`src/rtl/spd_pkg.sv`:
```
// Shared types and constants of the segment pair distance block.
// Depends on nothing; every other file of the block uses it.
`default_nettype none

package spd_pkg;

    localparam int COORD_BITS = 12;
    localparam int DLT_W = COORD_BITS + 1;
    localparam int PRD_W = 2 * DLT_W;
    localparam int SUM_W = PRD_W + 1;
    localparam int SQ_W = 2 * COORD_BITS + 1;
    localparam int DIST_BITS = 17;
    localparam logic [DIST_BITS-1:0] DIST_MAX = {DIST_BITS{1'b1}};

    typedef struct packed {
        logic [COORD_BITS-1:0] seg1_start_x;
        logic [COORD_BITS-1:0] seg1_start_y;
        logic [COORD_BITS-1:0] seg1_end_x;
        logic [COORD_BITS-1:0] seg1_end_y;
        logic [COORD_BITS-1:0] seg2_start_x;
        logic [COORD_BITS-1:0] seg2_start_y;
        logic [COORD_BITS-1:0] seg2_end_x;
        logic [COORD_BITS-1:0] seg2_end_y;
    } t_seg_pair;

    typedef struct packed {
        logic                 crossing;
        logic [DIST_BITS-1:0] nearest_distance;
        logic [DIST_BITS-1:0] farthest_distance;
    } t_seg_dist;

endpackage

`default_nettype wire

```
`src/rtl/spd_sqrt.sv`:
```
// Pipelined floor square root, one root bit per register stage.
// Depends on spd_pkg.
`default_nettype none

module spd_sqrt #(
    parameter int FRAC_BITS = 4,
    localparam int QW = spd_pkg::SQ_W + 2 * FRAC_BITS,
    localparam int SW = (QW + 1) / 2
) (
    input  wire logic          i_clk,
    input  wire logic [QW-1:0] i_val,
    output logic      [SW-1:0] o_root
);
    localparam int XW = 2 * SW;

    logic [SW:0]   r_rem  [SW];
    logic [SW-1:0] r_root [SW];
    logic [XW-1:0] r_x    [SW];

    for (genvar k = 0; k < SW; k++) begin : g_step
        logic [SW:0]   s_rem;
        logic [SW-1:0] s_root;
        logic [XW-1:0] s_x;
        logic [SW+2:0] s_rr, s_trial, s_diff;
        logic          s_ge;

        if (k == 0) begin : g_first
            assign s_rem = '0;
            assign s_root = '0;
            assign s_x = XW'(i_val);
        end else begin : g_next
            assign s_rem = r_rem[k-1];
            assign s_root = r_root[k-1];
            assign s_x = r_x[k-1];
        end

        assign s_rr = {s_rem, s_x[XW-1:XW-2]};
        assign s_trial = {1'b0, s_root, 2'b01};
        assign s_ge = s_rr >= s_trial;
        assign s_diff = s_rr - s_trial;

        always_ff @(posedge i_clk) begin
            r_rem[k] <= s_ge ? s_diff[SW:0] : s_rr[SW:0];
            r_root[k] <= {s_root[SW-2:0], s_ge};
            r_x[k] <= s_x << 2;
        end
    end

    assign o_root = r_root[SW-1];

endmodule

`default_nettype wire

```
`config.mk`:
```
export PLATFORM = sky130hd
export DESIGN_NAME = spd_sqrt
export DESIGN_NICKNAME = d
export VERILOG_FILES = /design/src/rtl/spd_pkg.sv /design/src/rtl/spd_sqrt.sv
export SDC_FILE = /design/constraint.sdc
export NUM_CORES = 1
export LEC_CHECK = 0
export BUFFER_PORTS_ARGS = -buffer_cell sky130_fd_sc_hd__buf_2
export CORE_MARGIN = 4
export CORE_UTILIZATION = 43
export CTS_BUF_LIST = sky130_fd_sc_hd__clkbuf_8
export CTS_CLUSTER_SIZE = 30
export DETAILED_ROUTE_END_ITERATION = 6
export PLACE_DENSITY_LB_ADDON = 0.15
export SLEW_MARGIN = 20
export SYNTH_ARGS = -nofsm -noshare
export SYNTH_HDL_FRONTEND = slang
export SYNTH_SLANG_ARGS = --single-unit
```
`constraint.sdc`:
```
create_clock -name i_clk -period 2.75 [get_ports i_clk]
set_input_delay 0.55 -clock i_clk [delete_from_list [all_inputs] [get_ports i_clk]]
set_output_delay 0.55 -clock i_clk [all_outputs]
set_load 0.005 [all_outputs]
```
# Word-level counts from Yosys, hierarchy flattened
# Memories as Yosys holds them, arrays and structs flattened.
# Index checks and enable logic that the tools add are counted.
# op_classes
add_sub_neg	17
order_cmp	17
n_mux	17
# op_table
operator	count
>= comparator 20 x 19 -> 1 bit	16
two-way mux 18 bit	17
subtractor 18 bit	16
subtractor 1 x 1 -> 2 bit (second input constant)	1
>= comparator 1 bit (second input constant)	1
# word_totals
ff_bits	0
mem_bits_rw	1139
input_bits	34
out_inout_bits	17
elab_cells	54
n_memories	3
# memory_table
memory	depth	word_bits	rd	rd_ports_with_merged_regs	write_ports	line_no	rtl
r_x	17	32	16	0	17	spd_sqrt.sv:18	logic [XW-1:0] r_x [SW];
r_rem	17	18	16	0	17	spd_sqrt.sv:16	logic [SW:0] r_rem [SW];
r_root	17	17	17	0	17	spd_sqrt.sv:17	logic [SW-1:0] r_root [SW];

# Logic depth before layout (Yosys ltp)
# An unclocked memory read counts as a cell.
# depth
word_depth	3
ltp_mapped	12
ltp_nobuf	10

# Worst setup path after synthesis
# Ideal clock, no wire load.
# synth_timing
kind	register to register
startpoint	mem r_root[14][0] (netlist name)
endpoint	mem r_rem[0][279] (netlist name)
setup_ns	0.121
t_arrival_ns	2.362
path_slack_ns	0.267
path_stages_with_launch	10
path_buffers	1
synth_period_minus_slack_ns	2.483
path_cell_list	dfxtp_1 inv_1 ha_1 nor2b_1 o31a_1 o31ai_1 nand3_1 nand2_1 buf_2 mux2_2
# synth_rtl
item	line_no
start: declaration	spd_sqrt.sv:17
end: declaration	spd_sqrt.sv:16

==> results.sh <==
export IMPL_yosys_top_cells_area="dfxtp_1 (54%), ha_1 (8.4%), xnor2_1 (3.6%), inv_1 (3.1%), a21oi_1 (2.7%)"
export IMPL_cts_tree="done"
export IMPL_hp_class="reg -> reg"
export IMPL_ys_ff_latch=689
export IMPL_rows=88
export IMPL_r2r_end="r_rem[0][236]"
export IMPL_ys_flop_type="dfxtp_1"
export IMPL_outcome="finished, final reports clean"
export IMPL_synthesis_nets=2637
export IMPL_setup_ws_ns=0.1592
export IMPL_yosysTopAreaCell="dfxtp_1"
export IMPL_hpwlAfterDp_um=38490
export IMPL_insertion_delay_ns=0.70
export IMPL_worst_path_max_fanout=13
export IMPL_finalWirelength_um=51290
export IMPL_cap_violations=0
export IMPL_power_density_nw_per_um2=918.6
export IMPL_worstSetupStartpointType="flop"
export IMPL_mostFrequentLayoutCell="dfxtp_1"
export IMPL_fin_worst_skew_ns=0.04842
export IMPL_post_route_drc_count=0
export IMPL_hold_depth=0
export IMPL_root_buffer="clkbuf_8"
export IMPL_fin_crit_sh=0.9421
export IMPL_syn_area_um2=25380
export IMPL_synth_edf_count=0
export IMPL_critPathKind="reg -> reg"
export IMPL_final_util=0.5080
export IMPL_reg2reg_from="r_root[12][7]"
export IMPL_rsz0062_at_grt="no"
export IMPL_timing_setup_tns_ns=0
export IMPL_cts_buffers=107
export IMPL_power_leakage_nw=13.73
export IMPL_clk_pin_slew_ns=0.06
export IMPL_drt_first_iter_violations=1014
export IMPL_synth_cells=2433
export IMPL_seq_area_frac_synth=0.5435
export IMPL_final_cell_mix="dfxtp_1 (689), inv_1 (239), ha_1 (170), nor2_1 (167), a21oi_1 (137)"
export IMPL_min_period_ns=2.591
export IMPL_synth_warnings=0
export IMPL_htreeDepth=3
export IMPL_die_h_um=250.9
export IMPL_worstHoldEndpoint="r_x[0][181]"
export IMPL_initial_core_util=0.4373
export IMPL_worstMarginPinSlew_ns=0.7944
export IMPL_drv_slew=0
export IMPL_wl_per_cell_um=14.69
export IMPL_via_per_inst=4.979
export IMPL_grt_first_pass_wirelength_um=84330
export IMPL_fp_dieW_um=250.9
export IMPL_yosysUniqueCellTypes=83
export IMPL_hold_viol=0
export IMPL_pre_cts_ws_ns=-0.1788
export IMPL_syn_avg_cell_area_um2=10.43
export IMPL_ios=51
export IMPL_vdd_ir_drop_max_mv=0.5676
export IMPL_finalNetCount=2849
export IMPL_min_from="r_x[0][147]"
export IMPL_coreArea_um2=58030
export IMPL_cts_sinks=689
export IMPL_grt_total_usage=0.1603
export IMPL_endpoint_kind="flop"
export IMPL_grt_max_degree=27
export IMPL_dieArea_um2=62970
export IMPL_gp_congestion=0.8624
export IMPL_max_slew_margin=0.4699
export IMPL_fin_area_um2=29480
export IMPL_setup_viol=0
export IMPL_grt_pass1_vias=17260
export IMPL_reg2reg_slack_ns=0.16
export IMPL_cp_data_required_time_ns=3.35
export IMPL_rr_worst_depth=8
export IMPL_drt_pass1_iter_count=5
export IMPL_async_flop_share=0
export IMPL_yosysTopAreaCellShare=0.5435
export IMPL_layout_drive_gt1_share=0.1310
export IMPL_vias=17380
export IMPL_antenna_found_initial=0
export IMPL_worstPathArrival_ns=3.19
export IMPL_drtAntennaViolNets=0
export IMPL_placed_cell_area_um2=26880
export IMPL_clockBufferDepth=3
export IMPL_syn_to_final_growth_pct=16.15
export IMPL_io_buffers=50
export IMPL_gr_total_overflow=0
export IMPL_clock_fmax_ghz=0.3860
per-stage QoR:
step	hold slack [ns]	power [W]	std cells
finish	0.3155	0.02708	3491
global route	0.3201	0.02874	3490
CTS	0.3186	0.02743	3488
detailed placement	0.3121	0.01872	3266
global placement	0.3095	0.01861	3266
floorplan	0.3096	0.01692	2433
area by class of cell:
type | instances | area (µm²)
fill | 5263 | 28550
clock buffer | 134 | 1844
inverter | 212 | 798.3
multi-input combinational | 1490 | 10660
tap | 765 | 957.2
sequential | 689 | 13790
clock inverter | 55 | 359.1
timing repair buffer | 145 | 1059
antenna | 1 | 2.502
power by group:
group | internal, W | switching, W | leakage, nW
sequential | 0.0117 | 0.00116 | 5.77
clock | 0.00462 | 0.00386 | 1.26
combinational | 0.00278 | 0.00297 | 6.71
worst max-delay path, cell delays in order, from the launching register on:
cell	delay, ns
dfxtp_1	0.33
inv_1	0.05
ha_1	0.34
a21oi_1	0.25
o211ai_1	0.14
o2111ai_1	0.20
a21oi_2	0.11
nor2_2	0.64
mux2_2	0.42
cells in the mapped netlist (all sizes together) (9+ instances only):
library cell,count
a2111oi,9
nand4,33
a21oi,138
buf,11
and2,11
o21a,43
inv,212
nor4b,9
nor2,168
o31ai,14
o211ai,20
o21ai,93
mux2,57
mux2i,11
nor4,28
a211oi,24
nor3,72
or4,16
nand2b,22
clkbuf,31
ha,170
dfxtp,689
xnor2,104
nand2,117
a31oi,13
and4,10
or3,31
a21o,29
xor2,77
nor2b,19
nand3,25
sequential cells by signal, summed over array words and instances (netlist names):
name    count
r_rem     264
r_x       272
r_root    153
per-layer routing:
metal  GRT usage  vias up  routed length (µm)
li1            -     8888                   -
met1      0.2101     8019               24010
met4     0.05880        0                1296
met3     0.03435       99                2593
met2      0.2624      376               23390
met5           0        -                   0
repair_timing:
item	4_1_cts	5_1_grt
buffers inserted	0	2
endpoints found under the setup margin	17	26
pin swaps	0	2
gates resized for setup	2	9
endpoints found under the hold margin	33	0
hold buffers	33	0
worst max-delay path by stage:
stage	start	to	slack, ns
floorplan	r_root[14][0]	r_rem[0][279]	0.27
global placement	r_root[14][11]	r_rem[0][272]	-0.21
detailed placement	r_root[14][11]	r_rem[0][278]	-0.18
CTS	r_root[14][11]	r_rem[0][278]	0.01
global route	r_root[11][9]	r_rem[0][226]	0.004
finish	r_root[12][7]	r_rem[0][236]	0.16
cells by family (layout without fill, tap and decap cells):
logic type      count (synthesis)  after routing  synth area share
compound gates                473            473            0.1216
xor+xnor                      181            181           0.06247
buf+inv                       254            546           0.03811
flops                         689            689            0.5435
fa+ha+maj                     170            170           0.08382
other cells                     1              2         0.0001478
mux                            68             68           0.02963
simple gates                  597            597            0.1206
(Power assumes the default switching activity.)
