$ cat config.mk
export PLATFORM = sky130hd
export DESIGN_NAME = spd_cross
export DESIGN_NICKNAME = d
export VERILOG_FILES = /design/src/rtl/spd_pkg.sv /design/src/rtl/spd_cross.sv
export SDC_FILE = /design/constraint.sdc
export NUM_CORES = 2
export LEC_CHECK = 0
export BUFFER_PORTS_ARGS = -buffer_cell sky130_fd_sc_hd__buf_4
export CORE_MARGIN = 2
export CORE_UTILIZATION = 51
export DETAILED_ROUTE_END_ITERATION = 6
export PLACE_DENSITY = 0.67
export RECOVER_POWER = 25
export SETUP_SLACK_MARGIN = 0.02
export SYNTH_ARGS = -nofsm -noshare
export SYNTH_HDL_FRONTEND = slang
export SYNTH_SLANG_ARGS = --single-unit
export TNS_END_PERCENT = 100
$ cat constraint.sdc
create_clock -name i_clk -period 9.4 [get_ports i_clk]
set_input_delay 2.82 -clock i_clk [delete_from_list [all_inputs] [get_ports i_clk]]
set_output_delay 2.82 -clock i_clk [all_outputs]
set_load 0.01 [all_outputs]
$ cat src/rtl/spd_pkg.sv
// Shared types and constants of the segment pair distance block.
// Depends on nothing; every other file of the block uses it.
`default_nettype none

package spd_pkg;

    localparam int COORD_BITS = 12;
    localparam int DLT_W = COORD_BITS + 1;
    localparam int PRD_W = 2 * DLT_W;
    localparam int SUM_W = PRD_W + 1;
    localparam int SQ_W = 2 * COORD_BITS + 1;
    localparam int DIST_BITS = 17;
    localparam logic [DIST_BITS-1:0] DIST_MAX = {DIST_BITS{1'b1}};

    typedef struct packed {
        logic [COORD_BITS-1:0] seg1_start_x;
        logic [COORD_BITS-1:0] seg1_start_y;
        logic [COORD_BITS-1:0] seg1_end_x;
        logic [COORD_BITS-1:0] seg1_end_y;
        logic [COORD_BITS-1:0] seg2_start_x;
        logic [COORD_BITS-1:0] seg2_start_y;
        logic [COORD_BITS-1:0] seg2_end_x;
        logic [COORD_BITS-1:0] seg2_end_y;
    } t_seg_pair;

    typedef struct packed {
        logic                 crossing;
        logic [DIST_BITS-1:0] nearest_distance;
        logic [DIST_BITS-1:0] farthest_distance;
    } t_seg_dist;

endpackage

`default_nettype wire

$ cat src/rtl/spd_cross.sv
// Four-stage intersection test of two segments with exact cross products.
// Depends on spd_pkg.
`default_nettype none

module spd_cross (
    input  wire logic               i_clk,
    input  wire spd_pkg::t_seg_pair i_item,
    output logic                    o_crossing
);
    import spd_pkg::*;

    logic signed [DLT_W-1:0] r_dx1, r_dy1, r_dx2, r_dy2, r_e1, r_e2;
    logic signed [PRD_W-1:0] r_p21, r_p12, r_q11, r_q12, r_q21, r_q22;
    logic signed [SUM_W-1:0] r_delta, r_ns, r_nt;
    logic                    w_s_ok, w_t_ok;
    logic                    r_cross;

    always_ff @(posedge i_clk) begin
        r_dx1 <= $signed({1'b0, i_item.seg1_end_x}) - $signed({1'b0, i_item.seg1_start_x});
        r_dy1 <= $signed({1'b0, i_item.seg1_end_y}) - $signed({1'b0, i_item.seg1_start_y});
        r_dx2 <= $signed({1'b0, i_item.seg2_end_x}) - $signed({1'b0, i_item.seg2_start_x});
        r_dy2 <= $signed({1'b0, i_item.seg2_end_y}) - $signed({1'b0, i_item.seg2_start_y});
        r_e1  <= $signed({1'b0, i_item.seg2_start_y}) - $signed({1'b0, i_item.seg1_start_y});
        r_e2  <= $signed({1'b0, i_item.seg1_start_x}) - $signed({1'b0, i_item.seg2_start_x});
        r_p21 <= r_dx2 * r_dy1;
        r_p12 <= r_dy2 * r_dx1;
        r_q11 <= r_dx1 * r_e1;
        r_q12 <= r_dy1 * r_e2;
        r_q21 <= r_dx2 * r_e1;
        r_q22 <= r_dy2 * r_e2;
        r_delta <= SUM_W'(r_p21) - SUM_W'(r_p12);
        r_ns    <= SUM_W'(r_q11) + SUM_W'(r_q12);
        r_nt    <= SUM_W'(r_q21) + SUM_W'(r_q22);
        r_cross <= (r_delta != '0) && w_s_ok && w_t_ok;
    end

    always_comb begin
        if (!r_delta[SUM_W-1]) begin
            w_s_ok = !r_ns[SUM_W-1] && (r_ns <= r_delta);
            w_t_ok = !r_nt[SUM_W-1] && (r_nt <= r_delta);
        end else begin
            w_s_ok = (r_ns <= $signed(SUM_W'(0))) && (r_ns >= r_delta);
            w_t_ok = (r_nt <= $signed(SUM_W'(0))) && (r_nt >= r_delta);
        end
    end

    assign o_crossing = r_cross;

endmodule

`default_nettype wire

# After elaboration in Yosys (flattened, before gate mapping)
# Cells that the tools add are included.
# Widths: inputs -> output; s select.
[op_classes]
muxes = 2
n_reduce_logical = 9
magnitude_cmp = 6
addsub = 9
multipliers = 6
[op_table]
columns = ["operator", "count"]
rows = [
  ["$mul 13x13->26", 6],
  ["$sub 12x12->13", 6],
  ["$add 26x26->27", 2],
  ["$ge 27x27->1", 2],
  ["$le 27x1->1 const B", 2],
  ["$le 27x27->1", 2],
  ["$reduce_bool 27->1", 1],
  ["$sub 26x26->27", 1],
  ["$logic_and 1x1->1", 6],
  ["$logic_not 1->1", 2],
  ["$mux 1", 2],
]
[word_totals]
ff_bits = 316

# Depth between registers and ports, before layout
[depth]
depth_word = 5
mapped_depth = 23
depth_no_buf = 22

# Worst setup path after synthesis
# No wires, ideal clock.
[synth_path]
kind = "register -> register"
from = "reg r_dy2[12]"
to = "reg r_q22[24]"
setup_time_ns = 0.121
arrival_time_ns = 5.590
required_ns = 9.279
synth_period_minus_slack_ns = 5.711
path_slack_ns = 3.689
stages_incl_launch_ff = 21
path_cell_list = "dfxtp_1 > clkbuf_1 > clkbuf_1 > nand2_1 > fa_1 > inv_1 > fa_1 > inv_1 > fa_1 > inv_1 > fa_1 > fa_1 > ha_1 > ha_1 > a21o_1 > a211o_1 > nor2_1 > a211oi_1 > o31ai_1 > mux2i_1 > nand2_1"
[synth_via]
elab_chain_len = 1
[synth_lines]
columns = ["item", "line", "text"]
rows = [
  ["start: declaration", "spd_cross.sv:12", "logic signed [DLT_W-1:0] r_dx1, r_dy1, r_dx2, r_dy2, r_e1, r_e2;"],
  ["start signal: assignment", "spd_cross.sv:22", "r_dy2 <= $signed({1'b0, i_item.seg2_end_y}) - $signed({1'b0, i_item.seg2_start_y});"],
  ["$mul 13x13->26", "spd_cross.sv:30", "r_q22 <= r_dy2 * r_e2;"],
  ["end signal: assignment", "spd_cross.sv:30", ""],
  ["end: declaration", "spd_cross.sv:13", "logic signed [PRD_W-1:0] r_p21, r_p12, r_q11, r_q12, r_q21, r_q22;"],
]
# Every way passes these cells.

# Worst setup path in the final report
[layout_path]
from = "reg r_e1[0]"
to = "reg r_q21[25]"
[layout_via]
elab_chain_len = 1
[layout_lines]
columns = ["item", "line", "text"]
rows = [
  ["start: declaration", "spd_cross.sv:12", ""],
  ["start signal: assignment", "spd_cross.sv:23", "r_e1 <= $signed({1'b0, i_item.seg2_start_y}) - $signed({1'b0, i_item.seg1_start_y});"],
  ["$mul 13x13->26", "spd_cross.sv:29", "r_q21 <= r_dx2 * r_e1;"],
  ["end signal: assignment", "spd_cross.sv:29", ""],
  ["end: declaration", "spd_cross.sv:13", ""],
]
# Every way passes these cells.

==> qor.yml <==
sta:
  rsz0062_at_grt: "false"
  fin_worst_hold_slack_ns: 0.456
  slew_headroom_pct: -6.67
  slew_violations: 53
  max_freq_mhz: 147
  tightest_slew_ns: 1.60
  setup_viol_count_final: 0
  layout_min_cycle_time_ns: 6.80
  skew_ns: 0.0268
  fin_setup_tns_ns: 0
  hold_viol: 0
  post-route-period-util_pct: 72.3
placement:
  dpl.hpwl_um: 110000
  io_buffers: 97
  gp_congestion: 0.909
hold_path:
  hold_depth: 1
  min_to: "r_ns[0]"
  hp-class: "flip-flop to flip-flop"
  hold_start: "r_q12[0]"
run_status:
  violations: "max-capacitance violations, max-slew violations"
  outcome: "finished with violations"
grt:
  first_global_vias: 40800
  grt_usage_pct: 26.3
  grt_max_degree: 28
  overflow: 0
  grt_antenna_before_repair: 3
  grt_pass1_wl_um: 221000
worst_setup_path:
  cp_max_fo: 25
  start_kind: "flip-flop"
  r2r_slack_ns: 2.60
  r2r-start: "r_e1[0]"
  cp.required_ns: 9.87
  crit_type: "flip-flop to flip-flop"
  cp_data_arrival_time_ns: 7.27
  rr_worst_depth: 16
  r2r_end: "r_q21[25]"
  end_kind: "flip-flop"
cts:
  clk_pin_slew_worst_paths_ns: 0.06
  tritoncts: "done"
  cts_buffers: 42
  cts_num_sinks: 316
  clock_path_buffers: 3
  htree_levels: 2
  cts_resized: 0
  cts_setup_buffers: 0
  insertion_delay_ns: 0.60
  clockRootBuffer: "clkbuf_16"
  ctsHoldBuffers: 0
synthesis:
  ys_seq_area_share_pct: 11.9
  synth_warnings: 0
  synth_edf_count: 0
  async_flop_share_pct: 0
  syn_area_per_cell_sq_um: 9.13
  synth.area.top_cells: "fa_1 (37%), ha_1 (14%), dfxtp_1 (12%), inv_1 (8.6%), and2_1 (5.3%)"
  synth_fp_nets: 7493
  synth_area_sq_mm: 0.0530
  synth_top_area_cell: "fa_1"
  synth.top_cell.area_share_pct: 37.0
  synth-main-ff-cell: "dfxtp_1"
  synth-seq-cells: 316
  synthDistinctLibCells: 74
  syn_inst: 5809
cells_and_area:
  final_nets: 7537
  syn_to_final_growth_pct: 7.25
  fill_cells: 9379
  layout-drive-gt1-share_pct: 4.31
floorplan:
  start_util_pct: 51.3
  core_sq_mm: 0.103
  fp.dieH_um: 326
  rows: 118
  die_w_um: 326
  dieArea_sq_mm: 0.107
  io_pins: 98
route:
  ant_nets: 0
  drt_wl_total_um: 135000
  viasPerCell: 5.35
  drc_errors: 0
  drt-wirelength-per-cell_um: 18.6
  num_vias: 38900
  dr.first_iter.drc_count: 2258
  drtPass1Iterations: 6
run:
  max_cap_viol_count: 2
-- sequential cells by signal, summed over array words and instances, names as in the netlist, 26 cells and up --
register,count
r_q12,26
r_delta,27
r_p21,26
r_p12,26
r_nt,27
r_ns,27
r_q11,26
r_q22,26
r_q21,26
-- cells by family (layout without fill, tap and decap cells) --
logic type      count (synthesis)  after routing  share of synthesized area [%]
other cells                     0              5                              0
simple gates                 1643           1643                           15.1
fa+ha+maj                    1587           1587                           51.3
xor+xnor                      245            245                           4.05
mux                             3              3                         0.0590
compound gates                623            623                           7.68
buf+inv                      1392           1470                           9.86
flops                         316            316                           11.9
-- critical path, cell delays in order (launching register included) --
cell and delay [ns]:
dfxtp_1 0.39, clkbuf_1 1.17, nand2_1 0.54, fa_1 0.96, inv_1 0.12, fa_1 0.47, fa_1 0.57, fa_1 0.42
ha_1 0.29, ha_1 0.36, and3_1 0.19, and3_1 0.16, o211ai_1 0.10, a31oi_1 0.42, o211ai_1 0.17, a21oi_1 0.22
xnor2_1 0.10
-- worst max-delay path by stage --
stage,from,endpoint,cells past startpoint
final,r_e1[0],r_q21[25],16
after CTS,r_e2[1],r_q22[24],18
after floorplan,r_dy2[12],r_q22[24],20
after detailed placement,r_e2[1],r_q22[24],18
after global routing,r_e2[1],r_q22[24],18
after global placement,r_e2[1],r_q22[24],18
-- Yosys cell counts (17+ instances only) --
cell type     n
inv_1      1220
fa_1        981
nand2_1     631
ha_1        606
and2_1      450
dfxtp_1     316
nor2_1      241
xnor2_1     202
a21oi_1     170
clkbuf_1    166
o21ai_0     111
a21o_1       71
nor2b_1      57
nor3_1       57
nand2b_1     50
nand3_1      46
o21a_1       45
xor2_1       43
nor4_1       28
and3_1       27
a211oi_1     24
o21ai_1      22
a21boi_0     20
nand4_1      18
o21bai_1     18
o211ai_1     17
or3_1        17
-- cell usage in the layout (no fill, tap or decap), types with 18 or more instances in the layout --
cell | synthesis | routed
and3_1 | 27 | 27
xnor2_1 | 202 | 202
o21bai_1 | 18 | 18
ha_1 | 606 | 606
and2_1 | 450 | 439
nand2_1 | 631 | 631
buf_4 | 0 | 165
nand3_1 | 46 | 46
o21ai_1 | 22 | 19
a21o_1 | 71 | 71
fa_1 | 981 | 981
o21a_1 | 45 | 46
nor3_1 | 57 | 57
a21boi_0 | 20 | 20
a211oi_1 | 24 | 24
nand2b_1 | 50 | 50
inv_1 | 1220 | 1220
o21ai_0 | 111 | 114
dfxtp_1 | 316 | 316
nor2_1 | 241 | 241
nor2b_1 | 57 | 57
nor4_1 | 28 | 28
nand4_1 | 18 | 18
clkbuf_16 | 0 | 43
xor2_1 | 43 | 43
a21oi_1 | 170 | 170
-- metrics by stage --
step,instances,setup slack [ns],instance area [sq um],utilization [%]
6_report,7272,2.60,56900,55.0
5_1_grt,7267,2.29,56900,55.0
4_1_cts,7267,2.70,56900,55.0
3_5_place_dp,7189,2.73,55400,53.6
3_3_place_gp,7189,3.08,55400,53.6
2_1_floorplan,5809,3.69,53000,-
-- per-layer routing --
metal	wire, um	global-route usage (%)	vias up
li1	-	-	18000
met1	57800	35.5	19500
met2	63000	43.4	1153
met3	7440	2.68	238
met4	6870	11.3	2
met5	10	0	-
-- final cells by class --
class,instances,area [sq um],share of cell area [%]
Antenna cell,5,12.5,0.0220
Multi-Input combinational cell,4101,41500,72.9
Timing Repair Buffer,169,1250,2.20
Clock inverter,27,373,0.656
Clock buffer,51,1130,1.98
Sequential cell,316,6330,11.1
Inverter,1223,4590,8.07
Tap cell,1380,1730,3.04
Power is not shown: default switching activity piles up to over one toggle a cycle in this logic, so the estimate is an artifact.
