`src/rtl/spd_pkg.sv`:
```
// Shared types and constants of the segment pair distance block.
// Depends on nothing; every other file of the block uses it.
`default_nettype none

package spd_pkg;

    localparam int COORD_BITS = 12;
    localparam int DLT_W = COORD_BITS + 1;
    localparam int PRD_W = 2 * DLT_W;
    localparam int SUM_W = PRD_W + 1;
    localparam int SQ_W = 2 * COORD_BITS + 1;
    localparam int DIST_BITS = 17;
    localparam logic [DIST_BITS-1:0] DIST_MAX = {DIST_BITS{1'b1}};

    typedef struct packed {
        logic [COORD_BITS-1:0] seg1_start_x;
        logic [COORD_BITS-1:0] seg1_start_y;
        logic [COORD_BITS-1:0] seg1_end_x;
        logic [COORD_BITS-1:0] seg1_end_y;
        logic [COORD_BITS-1:0] seg2_start_x;
        logic [COORD_BITS-1:0] seg2_start_y;
        logic [COORD_BITS-1:0] seg2_end_x;
        logic [COORD_BITS-1:0] seg2_end_y;
    } t_seg_pair;

    typedef struct packed {
        logic                 crossing;
        logic [DIST_BITS-1:0] nearest_distance;
        logic [DIST_BITS-1:0] farthest_distance;
    } t_seg_dist;

endpackage

`default_nettype wire

```
`src/rtl/spd_div.sv`:
```
// Pipelined restoring divider, one quotient bit per register stage.
// Depends on spd_pkg.
`default_nettype none

module spd_div #(
    parameter int FRAC_BITS = 4,
    localparam int DW = spd_pkg::SQ_W,
    localparam int QW = DW + 2 * FRAC_BITS,
    localparam int NW = DW + QW
) (
    input  wire logic          i_clk,
    input  wire logic [NW-1:0] i_num,
    input  wire logic [DW-1:0] i_den,
    output logic      [QW-1:0] o_quo
);
    logic [DW-1:0] r_rem [QW];
    logic [QW-1:0] r_z   [QW];
    logic [DW-1:0] r_d   [QW];

    for (genvar k = 0; k < QW; k++) begin : g_step
        logic [DW-1:0] s_rem, s_d;
        logic [QW-1:0] s_z;
        logic [DW:0]   s_t, s_diff;
        logic          s_ge;

        if (k == 0) begin : g_first
            assign s_rem = i_num[NW-1:QW];
            assign s_z = i_num[QW-1:0];
            assign s_d = i_den;
        end else begin : g_next
            assign s_rem = r_rem[k-1];
            assign s_z = r_z[k-1];
            assign s_d = r_d[k-1];
        end

        assign s_t = {s_rem, s_z[QW-1]};
        assign s_ge = s_t >= {1'b0, s_d};
        assign s_diff = s_t - {1'b0, s_d};

        always_ff @(posedge i_clk) begin
            r_rem[k] <= s_ge ? s_diff[DW-1:0] : s_t[DW-1:0];
            r_z[k] <= {s_z[QW-2:0], s_ge};
            r_d[k] <= s_d;
        end
    end

    assign o_quo = r_z[QW-1];

endmodule

`default_nettype wire

```
`config.mk`:
```
export PLATFORM = sky130hd
export DESIGN_NAME = spd_div
export DESIGN_NICKNAME = d
export VERILOG_FILES = /design/src/rtl/spd_pkg.sv /design/src/rtl/spd_div.sv
export SDC_FILE = /design/constraint.sdc
export NUM_CORES = 2
export LEC_CHECK = 0
export BUFFER_PORTS_ARGS = -buffer_cell sky130_fd_sc_hd__clkbuf_2
export CORE_MARGIN = 1
export CORE_UTILIZATION = 56
export CTS_CLUSTER_DIAMETER = 200
export DETAILED_ROUTE_END_ITERATION = 12
export PLACE_DENSITY = 0.73
export SLEW_MARGIN = 5
export SYNTH_ARGS = -nofsm -noshare
export SYNTH_HDL_FRONTEND = slang
export SYNTH_SLANG_ARGS = --single-unit
```
`constraint.sdc`:
```
create_clock -name i_clk -period 4 [get_ports i_clk]
set_input_delay 0.4 -clock i_clk [delete_from_list [all_inputs] [get_ports i_clk]]
set_output_delay 0.4 -clock i_clk [all_outputs]
set_load 0.1 [all_outputs]
```
After elaboration in Yosys (flattened, before gate mapping)
Memory sizes are Yosys's and may differ from the RTL's.
Cells that the tools add are included.
{"block": "word_totals", "register_bits": 0, "wordCells": 102, "inputBits": 84, "mem_bits_rw": 2739, "output_inout_bits": 33, "n_memories": 3}
{"block": "op_classes", "muxes": 33, "n_addsub": 33, "magnitude_cmp": 33}
{"memory": "r_z", "depth": 33, "width": 33, "read_ports": 33, "rd_ports_with_merged_regs": 0, "write_ports": 33, "line": "spd_div.sv:17", "rtl": "logic [QW-1:0] r_z [QW];"}
{"memory": "r_d", "depth": 33, "width": 25, "read_ports": 32, "rd_ports_with_merged_regs": 0, "write_ports": 33, "line": "spd_div.sv:18", "rtl": "logic [DW-1:0] r_d [QW];"}
{"memory": "r_rem", "depth": 33, "width": 25, "read_ports": 32, "rd_ports_with_merged_regs": 0, "write_ports": 33, "line": "spd_div.sv:16", "rtl": "logic [DW-1:0] r_rem [QW];"}
{"operator": "greater-or-equal comparator 26 x 25 -> 1 bit", "count": 33}
{"operator": "two-way mux 25 bit", "count": 33}
{"operator": "subtractor 25 bit", "count": 33}

Logic depth before layout (Yosys ltp)
{"block": "logic_depth", "ltp_word": 2, "mapped_depth": 16}

Worst setup path before layout
OpenSTA, ideal clock, no wires.
{"block": "synth_timing", "path_type": "reg-to-reg", "start": "memory r_z[9][32] in the netlist's numbering", "end": "memory r_rem[0][265] in the netlist's numbering", "stages_incl_launch_ff": 16, "setup_slack_ps": 494, "path_buffers": 1, "required_ps": 3877, "period_less_slack_ps": 3506, "arrival_ps": 3383, "path_cell_list": "dfxtp_1 inv_1 ha_1 inv_1 fa_1 a21oi_2 o211ai_1 a2111oi_2 o41ai_1 a221o_1 nand3_1 nand2_1 a311o_1 a21boi_4 buf_6 mux2_1"}
{"element": "start: declaration", "line": "spd_div.sv:17"}
{"element": "end: declaration", "line": "spd_div.sv:16"}

==> impl_results.md <==
* Status: finished clean
* Synth warnings at 0
* Drt first pass iters at 6
* WHS Path Cells at 2
* Global placer's final weighted congestion at 0.908
* Initial DRC Count at 4,112
* Clock power frac at 23.0%
* IO buf count at 116
* Setup Crit Path Kind: flip-flop to flip-flop
* DR WL/cell at 16.7 um
* Core area at 0.184 mm^2
* First-pass GRT wire length at 359,000 um
* Startpoint types: flip-flop
* R2r startpoint: r_z[9][32]
* Largest family of logic cells by synthesized area: compound AO/OA/AOI/OAI gates
* Worst-margin pin slew at 0.808 ns
* Die height at 433 um
* Post-Syn Nets at 11.1k
* Final setup violation count at 0
* Clk_lat worst skew at 0.92 ns
* End of the critical path: r_rem[0][254]
* Slew headroom at 45.6%
* Die Wd at 433 um
* Grt met1 use at 28.7%
* Layout net count at 11.5k
* Leakage at 54.1 nW
* Yosys cell types at 93
* Drc violations at 0
* Final HPWL DP at 165,000 um
* Worst slack, placed at 0.154 ns
* Vias per inst at 5.38
* CP Cell Sequence: inv_1, ha_1, inv_1, fa_1, a21oi_2, o211ai_1, a2111oi_2, o41ai_2, a221o_1, nand3_1, nand2_1, a311o_1, a21boi_4, clkbuf_16, mux2_2
* Comb power frac at 42.3%
* Num rows at 157
* CTS max path bufs at 4
* Cell Int Power at 0.0724 W
* Cell Pwr Density at 958 mW/mm^2
* Clock period minus worst slack at 3.79 ns
* Antenna Nets Post-Route at 0
* Synth async-reset ratio at 0%
* Max-Cap Viols at 0
* Largest net degree at the start of global routing at 46
* Seq/Total Area, Yosys at 51.8%
* Crit path max-delay cell type: a2111oi_2
* Initial Util at 56.5%
* Critical path capture point type: flip-flop
* Hold Path Class: input pin to flip-flop
* Hold slack at 0.136 ns
* Xor/xnor share of the synthesized area at 5.69%
* Cells after Synth at 10.2k
* Max Freq at 264 MHz
* Final hold vios at 0
* Number of buffers created by CTS at 281
* GRT overflow at 0
* NetSw at 0.0406 W
* Layout cell share with drive strength beyond 1 at 9.85%
* Post-synth top flop: dfxtp_1
* Net Sw Frac at 35.9%
* Number of synthesized flops with an enable pin at 0
* Total track usage at 23.5%
* Routing usage on met3 at 3.15%
* Worst stage delay on the critical path at 0.47 ns
* Post-layout util at 64.2%
* Reg clk slew, reported paths at 0.06 ns
* Clock sink count at 2,689
* Layer with the highest usage: met2
* Post-synthesis mux area share at 3.85%
* Most used cell along the critical path: inv_1
* Max H-tree Level at 5
* Max VDD drop at 0.601 mV
* Number of global-route vias before repair at 71.4k
* Total Wirelength at 221,000 um
* Compound-Gate Fraction of Synth Area at 14.3%
* RR Endpoint: r_rem[0][254]
* Die area at 0.187 mm^2
* CTS tree: built
* #FFs+latches synth at 2,689
* CTS root buf: clkbuf_16
* IO Count at 117
* Sequential power share at 34.7%
* DR vias at 71.1k
* Final worst slack at 0.206 ns
* Post-synthesis simple-gate area fraction at 9.25%
* Critical-path maximum fanout at 12
* Grt met2 use at 41.9%
* Mapped Avg Cell Area at 10.2 um^2
* Critical path startpoint: r_z[9][32]
* Worst Path Required at 4.76 ns
* Initial antenna violation count at 3
* Synth Area in Adders at 10.6%
* Reg2Reg Depth at 15
* Area delta synth->final at 13.6%
* Slew Limit Fails at 0
* Worst R2R Setup Slack at 0.21 ns
* Post-route clock period utilization at 94.8%
* Mapped Area at 0.104 mm^2
* Setup Skew at 0.0587 ns
* WP data arrival at 4.55 ns
[critical path, delay by kind of cell (launching register included)]
family                   cells  cell delay [ns]
AND/OR/NAND/NOR              2             0.23
multiplexers                 1             0.33
buffers and inverters        3             0.35
flip-flops                   1             0.30
AO/OA/AOI/OAI                7             1.89
adder cells (fa/ha/maj)      2             0.58
[per-layer routing]
layer	share of wire [%]	wire, um
met1	43	95300
met3	4.2	9210
met5	0.0041	9
met4	3.2	7110
met2	50	110000
[cell families after synthesis]
group	Yosys count
mux	357
buf+inv	1219
flops	2689
fa+ha+maj	857
simple gates	2013
xor+xnor	675
compound gates	2375
[cells in the mapped netlist (40+ instances only)]
| cell | count | area [um^2] |
|---|---|---|
| a21o_1 | 352 | 2640 |
| a211oi_1 | 59 | 443 |
| nor2_1 | 544 | 2040 |
| inv_1 | 1030 | 3870 |
| buf_2 | 40 | 200 |
| dfxtp_1 | 2689 | 53800 |
| clkbuf_1 | 125 | 469 |
| nand3_1 | 165 | 826 |
| o21bai_1 | 95 | 713 |
| nand4_1 | 120 | 751 |
| nor3_1 | 133 | 666 |
| mux2_2 | 317 | 3570 |
| ha_1 | 825 | 10300 |
| nand2_1 | 563 | 2110 |
| xnor2_1 | 408 | 3570 |
| nor2b_1 | 107 | 669 |
| xor2_1 | 267 | 2340 |
| o21ai_0 | 546 | 2730 |
| o21a_1 | 103 | 773 |
| and3_1 | 69 | 432 |
| a21oi_1 | 779 | 3900 |
| o31ai_1 | 47 | 353 |
| nand2b_1 | 110 | 688 |
| a31oi_1 | 59 | 369 |
[what timing repair did]
item                                   CTS  global route
setup endpoints to repair                0            74
hold buffers                            83             0
resized for setup                        0             4
endpoints found under the hold margin   83             0
setup buffers                            0             5
[how the worst min path moves through the flow]
stage                      startpoint     endpoint  slack [ns]
after floorplan             r_z[9][9]  r_z[10][10]        0.31
after global placement    r_z[18][18]  r_z[19][19]        0.31
after detailed placement   r_z[9][30]  r_z[10][31]        0.31
after CTS                   i_num[28]   r_z[0][29]        0.07
after global routing        i_num[27]   r_z[0][28]        0.09
final                       i_num[26]   r_z[0][27]        0.14
[cells in the final DEF (no fill, tap or decap), types with 28 or more instances in the layout]
| master | Yosys | final |
|---|---|---|
| nor2b_1 | 107 | 107 |
| clkinv_2 | 0 | 43 |
| o21a_1 | 103 | 103 |
| o211ai_1 | 35 | 35 |
| xor2_1 | 267 | 267 |
| or2_2 | 28 | 28 |
| dlygate4sd3_1 | 0 | 83 |
| nand3_1 | 165 | 165 |
| clkbuf_2 | 0 | 116 |
| and2_1 | 28 | 28 |
| nand2b_1 | 110 | 110 |
| nor3_1 | 133 | 133 |
| nand2_1 | 563 | 563 |
| buf_4 | 9 | 76 |
| o21bai_1 | 95 | 95 |
| a31oi_1 | 59 | 59 |
| nand4_1 | 120 | 120 |
| o31ai_1 | 47 | 45 |
| dfxtp_1 | 2689 | 2689 |
| or3_1 | 35 | 35 |
| bufinv_16 | 0 | 29 |
| and3_1 | 69 | 69 |
| ha_1 | 825 | 825 |
| nor4_1 | 35 | 35 |
| o21ai_0 | 546 | 546 |
| inv_1 | 1030 | 1030 |
| mux2_2 | 317 | 317 |
| clkbuf_16 | 0 | 288 |
| clkbuf_8 | 0 | 44 |
| fa_1 | 32 | 32 |
| xnor2_1 | 408 | 408 |
| a21o_1 | 352 | 352 |
| clkbuf_1 | 125 | 41 |
| a211oi_1 | 59 | 58 |
| nor2_1 | 544 | 544 |
| a211o_1 | 30 | 30 |
| a21oi_1 | 779 | 776 |
[per-stage QoR]
step / std cells / total power (W) / instance area, um^2 / setup TNS [ns]
after floorplan: 10185 / 0.0751 / 104000 / 0
after global placement: 12664 / 0.0854 / 108000 / 0
after detailed placement: 12664 / 0.0865 / 108000 / 0
after CTS: 13222 / 0.113 / 118000 / 0
after global routing: 13229 / 0.121 / 118000 / -0.0498
final: 13230 / 0.113 / 118000 / 0
[registers in the layout, summed over array words and instances, names as in the netlist]
register	count
r_z	1089
r_d	800
r_rem	800
[area by class of cell]
cell class / instances / area [um^2]
flip-flops and latches: 2689 / 53800
fillers: 14560 / 65700
multi-input cells: 6277 / 45500
diodes: 2 / 5.00
clock buffers: 372 / 7940
clock inverters: 103 / 1340
repair buffers: 292 / 2330
well taps: 2464 / 3080
inverters: 1031 / 3870
[power by group through the flow]
stage | clock network, W | logic, W | registers (W)
finish | 0.0260 | 0.0477 | 0.0392
global route | 0.0279 | 0.0532 | 0.0399
CTS | 0.0267 | 0.0473 | 0.0393
detailed placement | 0 | 0.0468 | 0.0398
global placement | 0 | 0.0457 | 0.0398
floorplan | 0 | 0.0364 | 0.0387
No activity file was read; power rests on OpenSTA's default activity.
